===== src/rtl/pwr_pkg.sv =====
// Package for the particle weight resampler.
// Holds the fixed payload widths that are shared by the interfaces and the top level.
package pwr_pkg;

    // Width of the weight field on the input channel.
    localparam int unsigned WEIGHT_IN_W = 16;

    // Width of the source index field on the output channel.
    localparam int unsigned INDEX_OUT_W = 6;

endpackage


===== src/rtl/pwr_if.sv =====
// Valid/ready channel interfaces for the particle weight resampler.
// Depends on pwr_pkg for the payload widths.
interface pwr_weight_if;
    logic                               valid;
    logic                               ready;
    logic [pwr_pkg::WEIGHT_IN_W-1:0]    weight;
    logic                               last_weight;

    modport source (output valid, output weight, output last_weight, input ready);
    modport sink   (input valid, input weight, input last_weight, output ready);
endinterface

interface pwr_index_if;
    logic                               valid;
    logic                               ready;
    logic [pwr_pkg::INDEX_OUT_W-1:0]    source_index;
    logic                               last_copy;

    modport source (output valid, output source_index, output last_copy, input ready);
    modport sink   (input valid, input source_index, input last_copy, output ready);
endinterface


===== src/rtl/particle_weight_resampler_unit.sv =====
// Top level of the particle weight resampler: weight store, set sequencer, output register.
// Depends on pwr_pkg, the interfaces in pwr_if and the divider pwr_serial_div.
//
// Usage: weights arrive one beat at a time on i_weight (valid/ready). Each beat is
// stored and added to the running sum; a beat with last_weight set closes the set.
// Up to MAX_PARTICLES weights are kept; later beats of an overfull set are dropped.
// After the closing beat the block emits exactly n beats on o_index, n being the
// number of stored weights: particle i is repeated round(w_i*n/sum) times (ties to
// even), output stops at n beats, and missing slots are filled with index 0.
// last_copy marks the n-th beat. i_weight.ready is low while a set is being emitted.
// Timing: weights are taken one per cycle while loading. The copy count of each
// particle then comes from the bit-serial divider, which runs one quotient bit a
// cycle; copies, padding beats and a zero-sum set go out at one beat a cycle
// while the receiver does not stall, and the sequencer waits while it does.
// Reset (synchronous, active low) clears the sum, the counters and the output
// valid; stored weights are not cleared, only entries of the current set are read.
// A stalled receiver holds the output register; the sequencer waits on it.
module particle_weight_resampler_unit #(
    parameter int unsigned MAX_PARTICLES = 64,
    parameter int unsigned WEIGHT_BITS   = 16
) (
    input  logic          i_clk,
    input  logic          i_rst_n,
    pwr_weight_if.sink    i_weight,
    pwr_index_if.source   o_index
);

    localparam int unsigned IdxW = $clog2(MAX_PARTICLES);
    localparam int unsigned CntW = $clog2(MAX_PARTICLES + 1);
    localparam int unsigned SumW = WEIGHT_BITS + IdxW;

    typedef enum logic [2:0] {
        S_LOAD,
        S_READ,
        S_MUL,
        S_DIV,
        S_EMIT,
        S_PAD
    } t_state;

    t_state                 r_state;
    logic [WEIGHT_BITS-1:0] r_mem [MAX_PARTICLES];
    logic [WEIGHT_BITS-1:0] r_rdata;
    logic [SumW-1:0]        r_sum;
    logic [CntW-1:0]        r_load_cnt;
    logic [CntW-1:0]        r_n;
    logic [CntW-1:0]        r_emit;
    logic [IdxW-1:0]        r_idx;
    logic [CntW-1:0]        r_copies;
    logic                   r_out_valid;
    logic [IdxW-1:0]        r_out_idx;
    logic                   r_out_last;

    logic [WEIGHT_BITS-1:0] w_wval;
    logic                   w_accept;
    logic                   w_full;
    logic                   w_store;
    logic [CntW-1:0]        n_load_cnt;
    logic [SumW-1:0]        n_sum;
    logic                   w_out_free;
    logic                   w_out_load;
    logic                   w_emit_last;
    logic                   w_idx_last;
    logic                   w_div_done;
    logic [CntW-1:0]        w_div_copies;

    // Input side: take the low WEIGHT_BITS of the weight field.
    assign w_wval          = WEIGHT_BITS'(i_weight.weight);
    assign i_weight.ready  = (r_state == S_LOAD);
    assign w_accept        = i_weight.valid && i_weight.ready;
    assign w_full          = (r_load_cnt == CntW'(MAX_PARTICLES));
    assign w_store         = w_accept && !w_full;
    assign n_load_cnt      = w_full ? r_load_cnt : r_load_cnt + CntW'(1);
    assign n_sum           = w_full ? r_sum : r_sum + SumW'(w_wval);

    // Output side and end-of-set tests.
    assign w_out_free   = !r_out_valid || o_index.ready;
    assign w_out_load   = w_out_free &&
                          ((r_state == S_EMIT && r_copies != '0) || r_state == S_PAD);
    assign w_emit_last  = ((r_emit + CntW'(1)) == r_n);
    assign w_idx_last   = ((CntW'(r_idx) + CntW'(1)) == r_n);

    assign o_index.valid        = r_out_valid;
    assign o_index.source_index = pwr_pkg::INDEX_OUT_W'(r_out_idx);
    assign o_index.last_copy    = r_out_last;

    // Weight store: written while loading, read at the current particle.
    always_ff @(posedge i_clk) begin
        if (w_store) begin
            r_mem[r_load_cnt[IdxW-1:0]] <= w_wval;
        end
        r_rdata <= r_mem[r_idx];
    end

    // Copy count for the particle whose weight was just read.
    pwr_serial_div #(
        .WEIGHT_BITS (WEIGHT_BITS),
        .IDX_BITS    (IdxW),
        .CNT_BITS    (CntW)
    ) u_div (
        .i_clk    (i_clk),
        .i_rst_n  (i_rst_n),
        .i_start  (r_state == S_MUL),
        .i_weight (r_rdata),
        .i_count  (r_n),
        .i_sum    (r_sum),
        .o_done   (w_div_done),
        .o_copies (w_div_copies)
    );

    // Set sequencer and output register.
    always_ff @(posedge i_clk) begin
        if (!i_rst_n) begin
            r_state     <= S_LOAD;
            r_sum       <= '0;
            r_load_cnt  <= '0;
            r_n         <= '0;
            r_emit      <= '0;
            r_idx       <= '0;
            r_copies    <= '0;
            r_out_valid <= 1'b0;
        end else begin
            // A new beat loads the output register; otherwise a taken beat empties it.
            if (w_out_load) begin
                r_out_valid <= 1'b1;
            end else if (o_index.ready) begin
                r_out_valid <= 1'b0;
            end
            unique case (r_state)
                S_LOAD: begin
                    if (w_accept) begin
                        r_sum      <= n_sum;
                        r_load_cnt <= n_load_cnt;
                        if (i_weight.last_weight) begin
                            r_n    <= n_load_cnt;
                            r_idx  <= '0;
                            r_emit <= '0;
                            if (n_sum == '0) begin
                                r_state <= S_PAD;
                            end else begin
                                r_state <= S_READ;
                            end
                        end
                    end
                end
                S_READ: begin
                    r_state <= S_MUL;
                end
                S_MUL: begin
                    r_state <= S_DIV;
                end
                S_DIV: begin
                    if (w_div_done) begin
                        r_copies <= w_div_copies;
                        r_state  <= S_EMIT;
                    end
                end
                S_EMIT: begin
                    if (r_copies == '0) begin
                        if (w_idx_last) begin
                            r_state <= S_PAD;
                        end else begin
                            r_idx   <= r_idx + IdxW'(1);
                            r_state <= S_READ;
                        end
                    end else if (w_out_free) begin
                        r_out_idx   <= r_idx;
                        r_out_last  <= w_emit_last;
                        r_emit      <= w_emit_last ? '0 : r_emit + CntW'(1);
                        r_copies    <= r_copies - CntW'(1);
                        if (w_emit_last) begin
                            r_state    <= S_LOAD;
                            r_sum      <= '0;
                            r_load_cnt <= '0;
                        end
                    end
                end
                S_PAD: begin
                    if (w_out_free) begin
                        r_out_idx   <= '0;
                        r_out_last  <= w_emit_last;
                        r_emit      <= w_emit_last ? '0 : r_emit + CntW'(1);
                        if (w_emit_last) begin
                            r_state    <= S_LOAD;
                            r_sum      <= '0;
                            r_load_cnt <= '0;
                        end
                    end
                end
                default: r_state <= S_LOAD;
            endcase
        end
    end

`ifndef NO_ASSERTIONS
    // The emitted count never runs past the set size while a set is out.
    a_emit_bound: assert property (@(posedge i_clk) disable iff (!i_rst_n)
        (r_state == S_EMIT || r_state == S_PAD) |-> (r_emit < r_n))
        else $error("emitted count passed the set size");

    // The load count never passes the store depth.
    a_load_bound: assert property (@(posedge i_clk) disable iff (!i_rst_n)
        r_load_cnt <= CntW'(MAX_PARTICLES))
        else $error("load count passed the store depth");

    // The divider reports only while the sequencer waits for it.
    a_div_done: assert property (@(posedge i_clk) disable iff (!i_rst_n)
        w_div_done |-> (r_state == S_DIV))
        else $error("divider result arrived outside the wait state");

    // A beat marked last returns the sequencer to loading with an empty set.
    a_last_ends_set: assert property (@(posedge i_clk) disable iff (!i_rst_n)
        ((r_state == S_EMIT || r_state == S_PAD) && w_out_free && w_emit_last &&
         !(r_state == S_EMIT && r_copies == '0))
        |=> (r_state == S_LOAD && r_load_cnt == '0 && r_out_last))
        else $error("set did not close on its last beat");
`endif

endmodule


===== src/rtl/pwr_serial_div.sv =====
// Bit-serial restoring divider with round-half-to-even for the copy count.
// Computes round(weight * n / sum); stand-alone, uses no package items.
module pwr_serial_div #(
    parameter int unsigned WEIGHT_BITS = 16,
    parameter int unsigned IDX_BITS    = 6,
    parameter int unsigned CNT_BITS    = 7
) (
    input  logic                               i_clk,
    input  logic                               i_rst_n,
    input  logic                               i_start,
    input  logic [WEIGHT_BITS-1:0]             i_weight,
    input  logic [CNT_BITS-1:0]                i_count,
    input  logic [WEIGHT_BITS+IDX_BITS-1:0]    i_sum,
    output logic                               o_done,
    output logic [CNT_BITS-1:0]                o_copies
);

    localparam int unsigned SumW  = WEIGHT_BITS + IDX_BITS;
    localparam int unsigned ProdW = WEIGHT_BITS + CNT_BITS;
    localparam int unsigned StepW = $clog2(ProdW + 1);

    typedef enum logic [1:0] {
        S_IDLE,
        S_RUN,
        S_ROUND
    } t_div_state;

    t_div_state         r_state;
    logic [StepW-1:0]   r_step;
    logic [ProdW-1:0]   r_quo;
    logic [SumW-1:0]    r_rem;

    logic [SumW:0]      w_trial;
    logic               w_fits;
    logic [SumW:0]      w_twice;
    logic               w_round_up;

    // One quotient bit per cycle: shift the next numerator bit into the remainder.
    assign w_trial = {r_rem, r_quo[ProdW-1]};
    assign w_fits  = (w_trial >= {1'b0, i_sum});

    // Round half to even on the final remainder.
    assign w_twice    = {r_rem, 1'b0};
    assign w_round_up = (w_twice > {1'b0, i_sum}) ||
                        ((w_twice == {1'b0, i_sum}) && r_quo[0]);

    // Sequencer, datapath registers and the registered result.
    always_ff @(posedge i_clk) begin
        if (!i_rst_n) begin
            r_state <= S_IDLE;
            r_step  <= '0;
            o_done  <= 1'b0;
        end else begin
            o_done <= 1'b0;
            unique case (r_state)
                S_IDLE: begin
                    if (i_start) begin
                        r_quo   <= ProdW'(i_weight) * ProdW'(i_count);
                        r_rem   <= '0;
                        r_step  <= StepW'(ProdW);
                        r_state <= S_RUN;
                    end
                end
                S_RUN: begin
                    if (w_fits) begin
                        r_rem <= SumW'(w_trial - {1'b0, i_sum});
                    end else begin
                        r_rem <= w_trial[SumW-1:0];
                    end
                    r_quo  <= {r_quo[ProdW-2:0], w_fits};
                    r_step <= r_step - StepW'(1);
                    if (r_step == StepW'(1)) begin
                        r_state <= S_ROUND;
                    end
                end
                S_ROUND: begin
                    o_copies <= r_quo[CNT_BITS-1:0] + CNT_BITS'(w_round_up);
                    o_done   <= 1'b1;
                    r_state  <= S_IDLE;
                end
                default: r_state <= S_IDLE;
            endcase
        end
    end

endmodule

===== src/flat_wrapper.sv =====
// flat-port wrapper written by rule: the top's interface ports become plain ports
module particle_weight_resampler_unit_flat 
#(
    parameter int unsigned MAX_PARTICLES = 64,
    parameter int unsigned WEIGHT_BITS   = 16
)
  (i_clk, i_rst_n, i_weight_valid, i_weight_weight, i_weight_last_weight, i_weight_ready, o_index_valid, o_index_source_index, o_index_last_copy, o_index_ready);
  pwr_weight_if i_weight_i ();
  pwr_index_if o_index_i ();
  input  logic i_clk;
  input  logic i_rst_n;
  input wire logic [$bits(i_weight_i.valid)-1:0] i_weight_valid;
  input wire logic [$bits(i_weight_i.weight)-1:0] i_weight_weight;
  input wire logic [$bits(i_weight_i.last_weight)-1:0] i_weight_last_weight;
  output wire logic [$bits(i_weight_i.ready)-1:0] i_weight_ready;
  output wire logic [$bits(o_index_i.valid)-1:0] o_index_valid;
  output wire logic [$bits(o_index_i.source_index)-1:0] o_index_source_index;
  output wire logic [$bits(o_index_i.last_copy)-1:0] o_index_last_copy;
  input wire logic [$bits(o_index_i.ready)-1:0] o_index_ready;
  assign i_weight_i.valid = i_weight_valid;
  assign i_weight_i.weight = i_weight_weight;
  assign i_weight_i.last_weight = i_weight_last_weight;
  assign i_weight_ready = i_weight_i.ready;
  assign o_index_valid = o_index_i.valid;
  assign o_index_source_index = o_index_i.source_index;
  assign o_index_last_copy = o_index_i.last_copy;
  assign o_index_i.ready = o_index_ready;
  particle_weight_resampler_unit #(.MAX_PARTICLES(MAX_PARTICLES), .WEIGHT_BITS(WEIGHT_BITS)) u_core (.i_clk(i_clk), .i_rst_n(i_rst_n), .i_weight(i_weight_i), .o_index(o_index_i));
endmodule

===== config.mk =====
export PLATFORM = sky130hd
export DESIGN_NAME = particle_weight_resampler_unit_flat
export DESIGN_NICKNAME = d
export VERILOG_FILES = /design/src/rtl/pwr_pkg.sv /design/src/rtl/pwr_if.sv /design/src/rtl/particle_weight_resampler_unit.sv /design/src/rtl/pwr_serial_div.sv /design/src/flat_wrapper.sv
export SDC_FILE = /design/constraint.sdc
export NUM_CORES = 2
export LEC_CHECK = 0
export BUFFER_PORTS_ARGS = -buffer_cell sky130_fd_sc_hd__buf_2
export CORE_MARGIN = 2
export CORE_UTILIZATION = 55
export CTS_CLUSTER_DIAMETER = 100
export CTS_CLUSTER_SIZE = 24
export DETAILED_ROUTE_END_ITERATION = 8
export GPL_TIMING_DRIVEN = 0
export HOLD_SLACK_MARGIN = 0.05
export PLACE_DENSITY = 0.71
export SYNTH_ARGS = -nofsm -noshare
export SYNTH_HDL_FRONTEND = slang
export SYNTH_SLANG_ARGS = --single-unit

===== constraint.sdc =====
create_clock -name i_clk -period 6.4 [get_ports i_clk]
set_input_delay 0.32 -clock i_clk [delete_from_list [all_inputs] [get_ports i_clk]]
set_output_delay 0.32 -clock i_clk [all_outputs]
set_load 0.02 [all_outputs]

=== Yosys cells after proc, flatten, opt, wreduce, memory -nomap -nowiden ===
Memories as Yosys holds them, arrays and structs flattened. A register that Yosys moved wholly into a read port is not among the register bits.
Cells that the tools add are included.

* Register bits: 127
* RAM bits: 1024
* Bits of input ports: 21
* Memories: 1

{| class="wikitable"
|+ Memories
! name !! depth !! bits a word !! rd ports !! clocked after memory_dff !! write ports !! RTL line !! source
|-
| u_core.r_mem || 64 || 16 || 1 || 1 || 1 || particle_weight_resampler_unit.sv:42 || <nowiki>logic [WEIGHT_BITS-1:0] r_mem [MAX_PARTICLES];</nowiki>
|}

* Add/sub/neg operators: 9
* $mul: 1
* $lt $le $gt $ge: 2
* Eq/ne operators: 22
* Mux-type cells: 58
* Reduce and logical (&&, ||, !) cells: 33

{| class="wikitable"
|+ Operators with widths
! kind !! count
|-
| $mux W22 || 7
|-
| $mux W7 || 13
|-
| $pmux W22 S3 || 1
|-
| $pmux W23 S2 || 1
|-
| $pmux W22 S2 || 1
|-
| $mux W6 || 7
|-
| $pmux W7 S3 || 2
|-
| $mux W3 || 8
|-
| $pmux W6 S2 || 2
|-
| $eq A23 B22 Y1 || 1
|-
| $ge A23 B22 Y1 || 1
|-
| $gt A23 B22 Y1 || 1
|-
| $mul A16 B7 Y23 || 1
|-
| $mux W23 || 1
|-
| $add A22 B16 Y22 || 1
|-
| $logic_not A22 Y1 || 1
|-
| $sub A22 B22 Y22 || 1
|-
| $pmux W3 S6 || 1
|-
| $ne A2 B2 Y1 const B || 8
|-
| $reduce_and A3 Y1 || 5
|-
| $add A7 B1 Y7 const B || 2
|-
| $eq A7 B7 Y1 || 2
|-
| $pmux W7 S2 || 1
|-
| $pmux W5 S2 || 1
|-
| 30 further kinds || 55
|}

=== Logic depth before layout (Yosys ltp) ===
* Depth after elaboration: 7
* Mapped depth: 20
* Gate-level depth less buffers: 18

=== Cells and area by module ===
From an unflattened synthesis, not the netlist that was laid out.

* Cell total of the unflattened synthesis: 2973
* Area, all modules: 51381.8 µm²

{| class="wikitable"
|+ Modules (own cells, without submodules)
! module !! instances !! cells each !! area an instance (µm²)
|-
| particle_weight_resampler_unit || 1 || 2119 || 43879.6
|-
| pwr_serial_div || 1 || 854 || 7502.2
|}

=== Worst setup path after synthesis ===
OpenSTA, ideal clock, no wires.

* Path type: register to register
* Start: register u_core.r_n[2]
* End: register u_core.u_div.r_quo[19] (data pin)
* Library setup time: 0.260 ns
* Arrival: 4.692 ns
* Slack: 1.449 ns
* Cell stages (with the launch flop): 18
* Path through: dfxtp_1 -> clkbuf_1 -> clkbuf_1 -> and2_1 -> fa_1 -> fa_1 -> fa_1 -> inv_1 -> fa_1 -> inv_1 -> ha_1 -> o21a_1 -> nor2_1 -> a2111oi_0 -> o2111ai_1 -> nand3b_1 -> xor2_1 -> mux2_2

* Cells in the longest elaborated chain, start to end: 3

{| class="wikitable"
|+ Ends and longest elaborated chain
! what !! RTL line !! source
|-
| from (decl) || particle_weight_resampler_unit.sv:46 || <nowiki>logic [CntW-1:0] r_n;</nowiki>
|-
| from (signal assigned) || particle_weight_resampler_unit.sv:135 || <nowiki>r_n <= n_load_cnt;</nowiki>
|-
| $mul A16 B7 Y23 || pwr_serial_div.sv:58 || <nowiki>r_quo <= ProdW'(i_weight) * ProdW'(i_count);</nowiki>
|-
| $mux W23 || pwr_serial_div.sv:57 || <nowiki>if (i_start) begin</nowiki>
|-
| $pmux W23 S2 || pwr_serial_div.sv:55 || <nowiki>unique case (r_state)</nowiki>
|-
| to (signal assigned) || pwr_serial_div.sv:58 ||
|-
| to (signal assigned) || pwr_serial_div.sv:70 || <nowiki>r_quo <= {r_quo[ProdW-2:0], w_fits};</nowiki>
|-
| to (decl) || pwr_serial_div.sv:30 || <nowiki>logic [ProdW-1:0] r_quo;</nowiki>
|}

Every way passes these cells. The select of a mux whose other input is x is not followed.
A chain may end at the register's enable or synchronous reset.

=== Worst setup path in the final report ===
* Start: register u_core.r_n[4]
* End: register u_core.u_div.r_quo[17] (data pin)

The elaborated chain is that of the path after synthesis.

==> out/metrics.cfg <==
[outcome]
status = finished, final reports clean

[min_path]
hold_path_depth = 5
min_from = i_weight_valid
worstHoldEndpoint = u_core.r_load_cnt[2]
hold_class = in2reg

[place]
port_buffers = 29
dp_hpwl_mm = 80.54
dp.cells = 4234
finalWeightedCongestion = 0.8718

[detailed_routing]
avgRoutedWirePerCell_um = 27.48
routed_wl_mm = 118.7
wl_met1_mm = 47.57
wl_met2_mm = 57.43
viasPerCell = 6.302
dr.pass1.iters = 8
wl_met3_mm = 9.109
top_layer = met5
ant_nets = 0
route.vias.total = 27210
drtIter0Drc = 3330
drc = 0

[setup_path]
r2r_end = u_core.u_div.r_quo[17]
crit_top_cell = fa_1
cp_slowest_cell = a2111oi_0
cpPeakStageDelay_ps = 870
cp.arrival_ps = 6350
r2r_slack_ps = 440
path_cells = clkbuf_1 -> clkbuf_1 -> nand2_1 -> fa_1 -> fa_1 -> inv_1 -> fa_1 -> inv_1 -> fa_1 -> inv_1 -> ha_1 -> a21oi_1 -> a2111oi_0 -> o21ai_0 -> a21boi_0 -> o21a_1 -> o31ai_1
worstSetupEndpointType = flip-flop
worstSetupStartpointType = flip-flop
required_ps = 6790
worst-path-max-fanout = 10
reg2reg_depth = 17
worstSetupPathType = reg2reg
r2r-start = u_core.r_n[4]

[timing]
finalSetupTns_ps = 0
fin_skew_ps = 21.83
period_share_pct = 93.20
finalSetupViolCount = 0
slew_viol_final = 0
max_clock_freq_mhz = 167.7
fin_crit_ps = 5965
slew-limit-headroom_pct = 4.232
worst_slew_pin_slew_ps = 1437
hold_violations = 0
rsz0062_at_grt = false

[finish]
post-route-util_pct = 59.69
areaGrowthSynthToFinish_pct = 7.281
final-seq-area_sq_um = 34200
nFillCells = 6617
drive_above_1_share_pct = 18.45
stdcell_count = 4317
multi_input_area_sq_um = 16010
final_nets = 3231

[clock_tree]
root_buffer = clkbuf_16
htreeDepth = 2
cts_buffers = 55
path_clk_slew_ps = 100
cts_tree = done
cts_max_path_buffers = 3
clk_latency_ps = 680
clock_sinks = 1167

[power]
powerDensity_nw_per_um2 = 256.7
irDropWorstVdd_mv = 0.2016
leakage_nw = 17.46
power.total_mw = 14.09

[floorplanning]
rows = 111
io_pins = 30
die-width_um = 309.0
die_area_sq_um = 95470
die_height_um = 309.0
core-area_sq_um = 91940
start_util_pct = 55.64

[yosys]
synth_top_area_share_pct = 63.57
syn-num-nets = 3115
ys_ff_latch = 1167
ys_warn_count = 0
syn-instance-count = 2935
synth_common_cells = 1083 x edfxtp_1, 336 x mux4_2, 204 x nor2_1
synthTopCellsByArea = edfxtp_1 64%, mux4_2 15%, dfxtp_1 3.3%
synth_cell_types = 83
synth.most_common_cell = edfxtp_1
yosys.area.top_type = edfxtp_1
syn-mean-instance-area_sq_um = 17.43
ys_seq_area_share_pct = 66.86
synthArstFlopShare_pct = 0
ys_dominant_reg_cell = edfxtp_1
synth.cell_area_sq_um = 51160
synth-edff-count = 1083

[grt]
grt_pass1_wl_mm = 176.1
antenna_found_initial = 6
groute.usage.overall_pct = 25.20
grt_pass1_vias = 27130
grt_remaining_overflow = 0
grt_max_degree = 67

[run]
timing.max_cap.violations = 0

registers in the layout (all words and copies together) (netlist names), 2 cells and up:
signal	count
u_core.r_copies	7
u_core.u_div.r_rem	22
u_core.r_rdata	16
u_core.u_div.o_copies	7
u_core.r_sum	22
u_core.r_n	7
u_core.r_emit	7
u_core.r_idx	6
u_core.r_load_cnt	7
u_core.u_div.r_step	5
u_core.r_state	3
u_core.o_index.source_index	6
u_core.u_div.r_state	2
u_core.r_mem	1024
u_core.u_div.r_quo	23
worst max-delay path: cells and delay by family, from the launching register on:
| family | cells | cell delay (ps) |
|---|---|---|
| AOI/OAI and AO/OA | 6 | 1870 |
| adders and majority gates | 5 | 2230 |
| buffers and inverters | 5 | 980 |
| DFF | 1 | 440 |
| and+or+nand+nor | 1 | 150 |
metrics by stage:
| step | area [sq um] | hold WS, ps | setup WS, ps |
|---|---|---|---|
| 2_1_floorplan | 51160 | 418.9 | 1449 |
| 3_3_place_gp | 52860 | 456.7 | 261.9 |
| 3_5_place_dp | 53270 | 476.6 | 524.1 |
| 4_1_cts | 54830 | 95.04 | 452.6 |
| 5_1_grt | 54880 | 190.7 | 16.99 |
| 6_report | 54880 | 138.7 | 435.4 |
placed cells by master (no fill, tap or decap), types with 50 or more instances in the layout:
cell       Yosys  final
nand2_1      123    123
ha_1          88     88
inv_1        124    124
dfxtp_1       84     84
o21ai_0       56     56
nor2_2         1     53
clkbuf_1      89    106
clkbuf_16      0     55
a21oi_1      101    101
mux4_2       336    336
and2_1        97     97
buf_2         29     50
nor2_1       204    152
edfxtp_1    1083   1083
fa_1          71     71
area by class of cell:
cell class	instances	share of cell area (%)
tap	1243	2.834
inverter	125	0.8549
antenna	1	0.004560
multi-input combinational	1501	29.18
timing repair buffer	59	0.9165
clock inverter	7	0.1619
sequential	1167	62.32
clock buffer	72	2.624
buffer	142	1.106
power by group:
group          switching, mW  total, mW  internal, mW
Sequential             0.104       8.58          8.47
Combinational           1.01       1.60         0.586
Clock                   2.31       3.92          1.61
per-layer routing:
layer / vias to the layer above / GRT usage [%]
li1: 11700 / -
met1: 14080 / 35.47
met2: 1228 / 41.20
met3: 197 / 3.405
met4: 2 / 8.422
met5: - / 0
what timing repair did:
action	CTS	global route
buffers inserted	0	0
hold buffers	3	0
hold endpoints to repair	7	0
gates resized for setup	0	0
worst max-delay path by stage:
stage                                   to               from  cells past startpoint
floorplan           u_core.u_div.r_quo[19]      u_core.r_n[2]                     17
global placement    u_core.u_div.r_quo[18]  u_core.r_state[1]                      5
detailed placement  u_core.u_div.r_quo[21]      u_core.r_n[4]                     17
CTS                 u_core.u_div.r_quo[17]      u_core.r_n[4]                     17
global route        u_core.u_div.r_quo[17]      u_core.r_n[4]                     18
finish              u_core.u_div.r_quo[17]      u_core.r_n[4]                     17
cell families after synthesis:
family                   count (synthesis)  share of synthesized area, %
XOR/XNOR                                76                         1.355
AND/OR/NAND/NOR                        597                         5.679
flip-flops                            1167                         66.86
multiplexers                           345                         14.97
AO/OA/AOI/OAI                          324                         4.104
buffers and inverters                  267                         2.103
adder cells (fa/ha/maj)                159                         4.931
(Power assumes the default switching activity.)
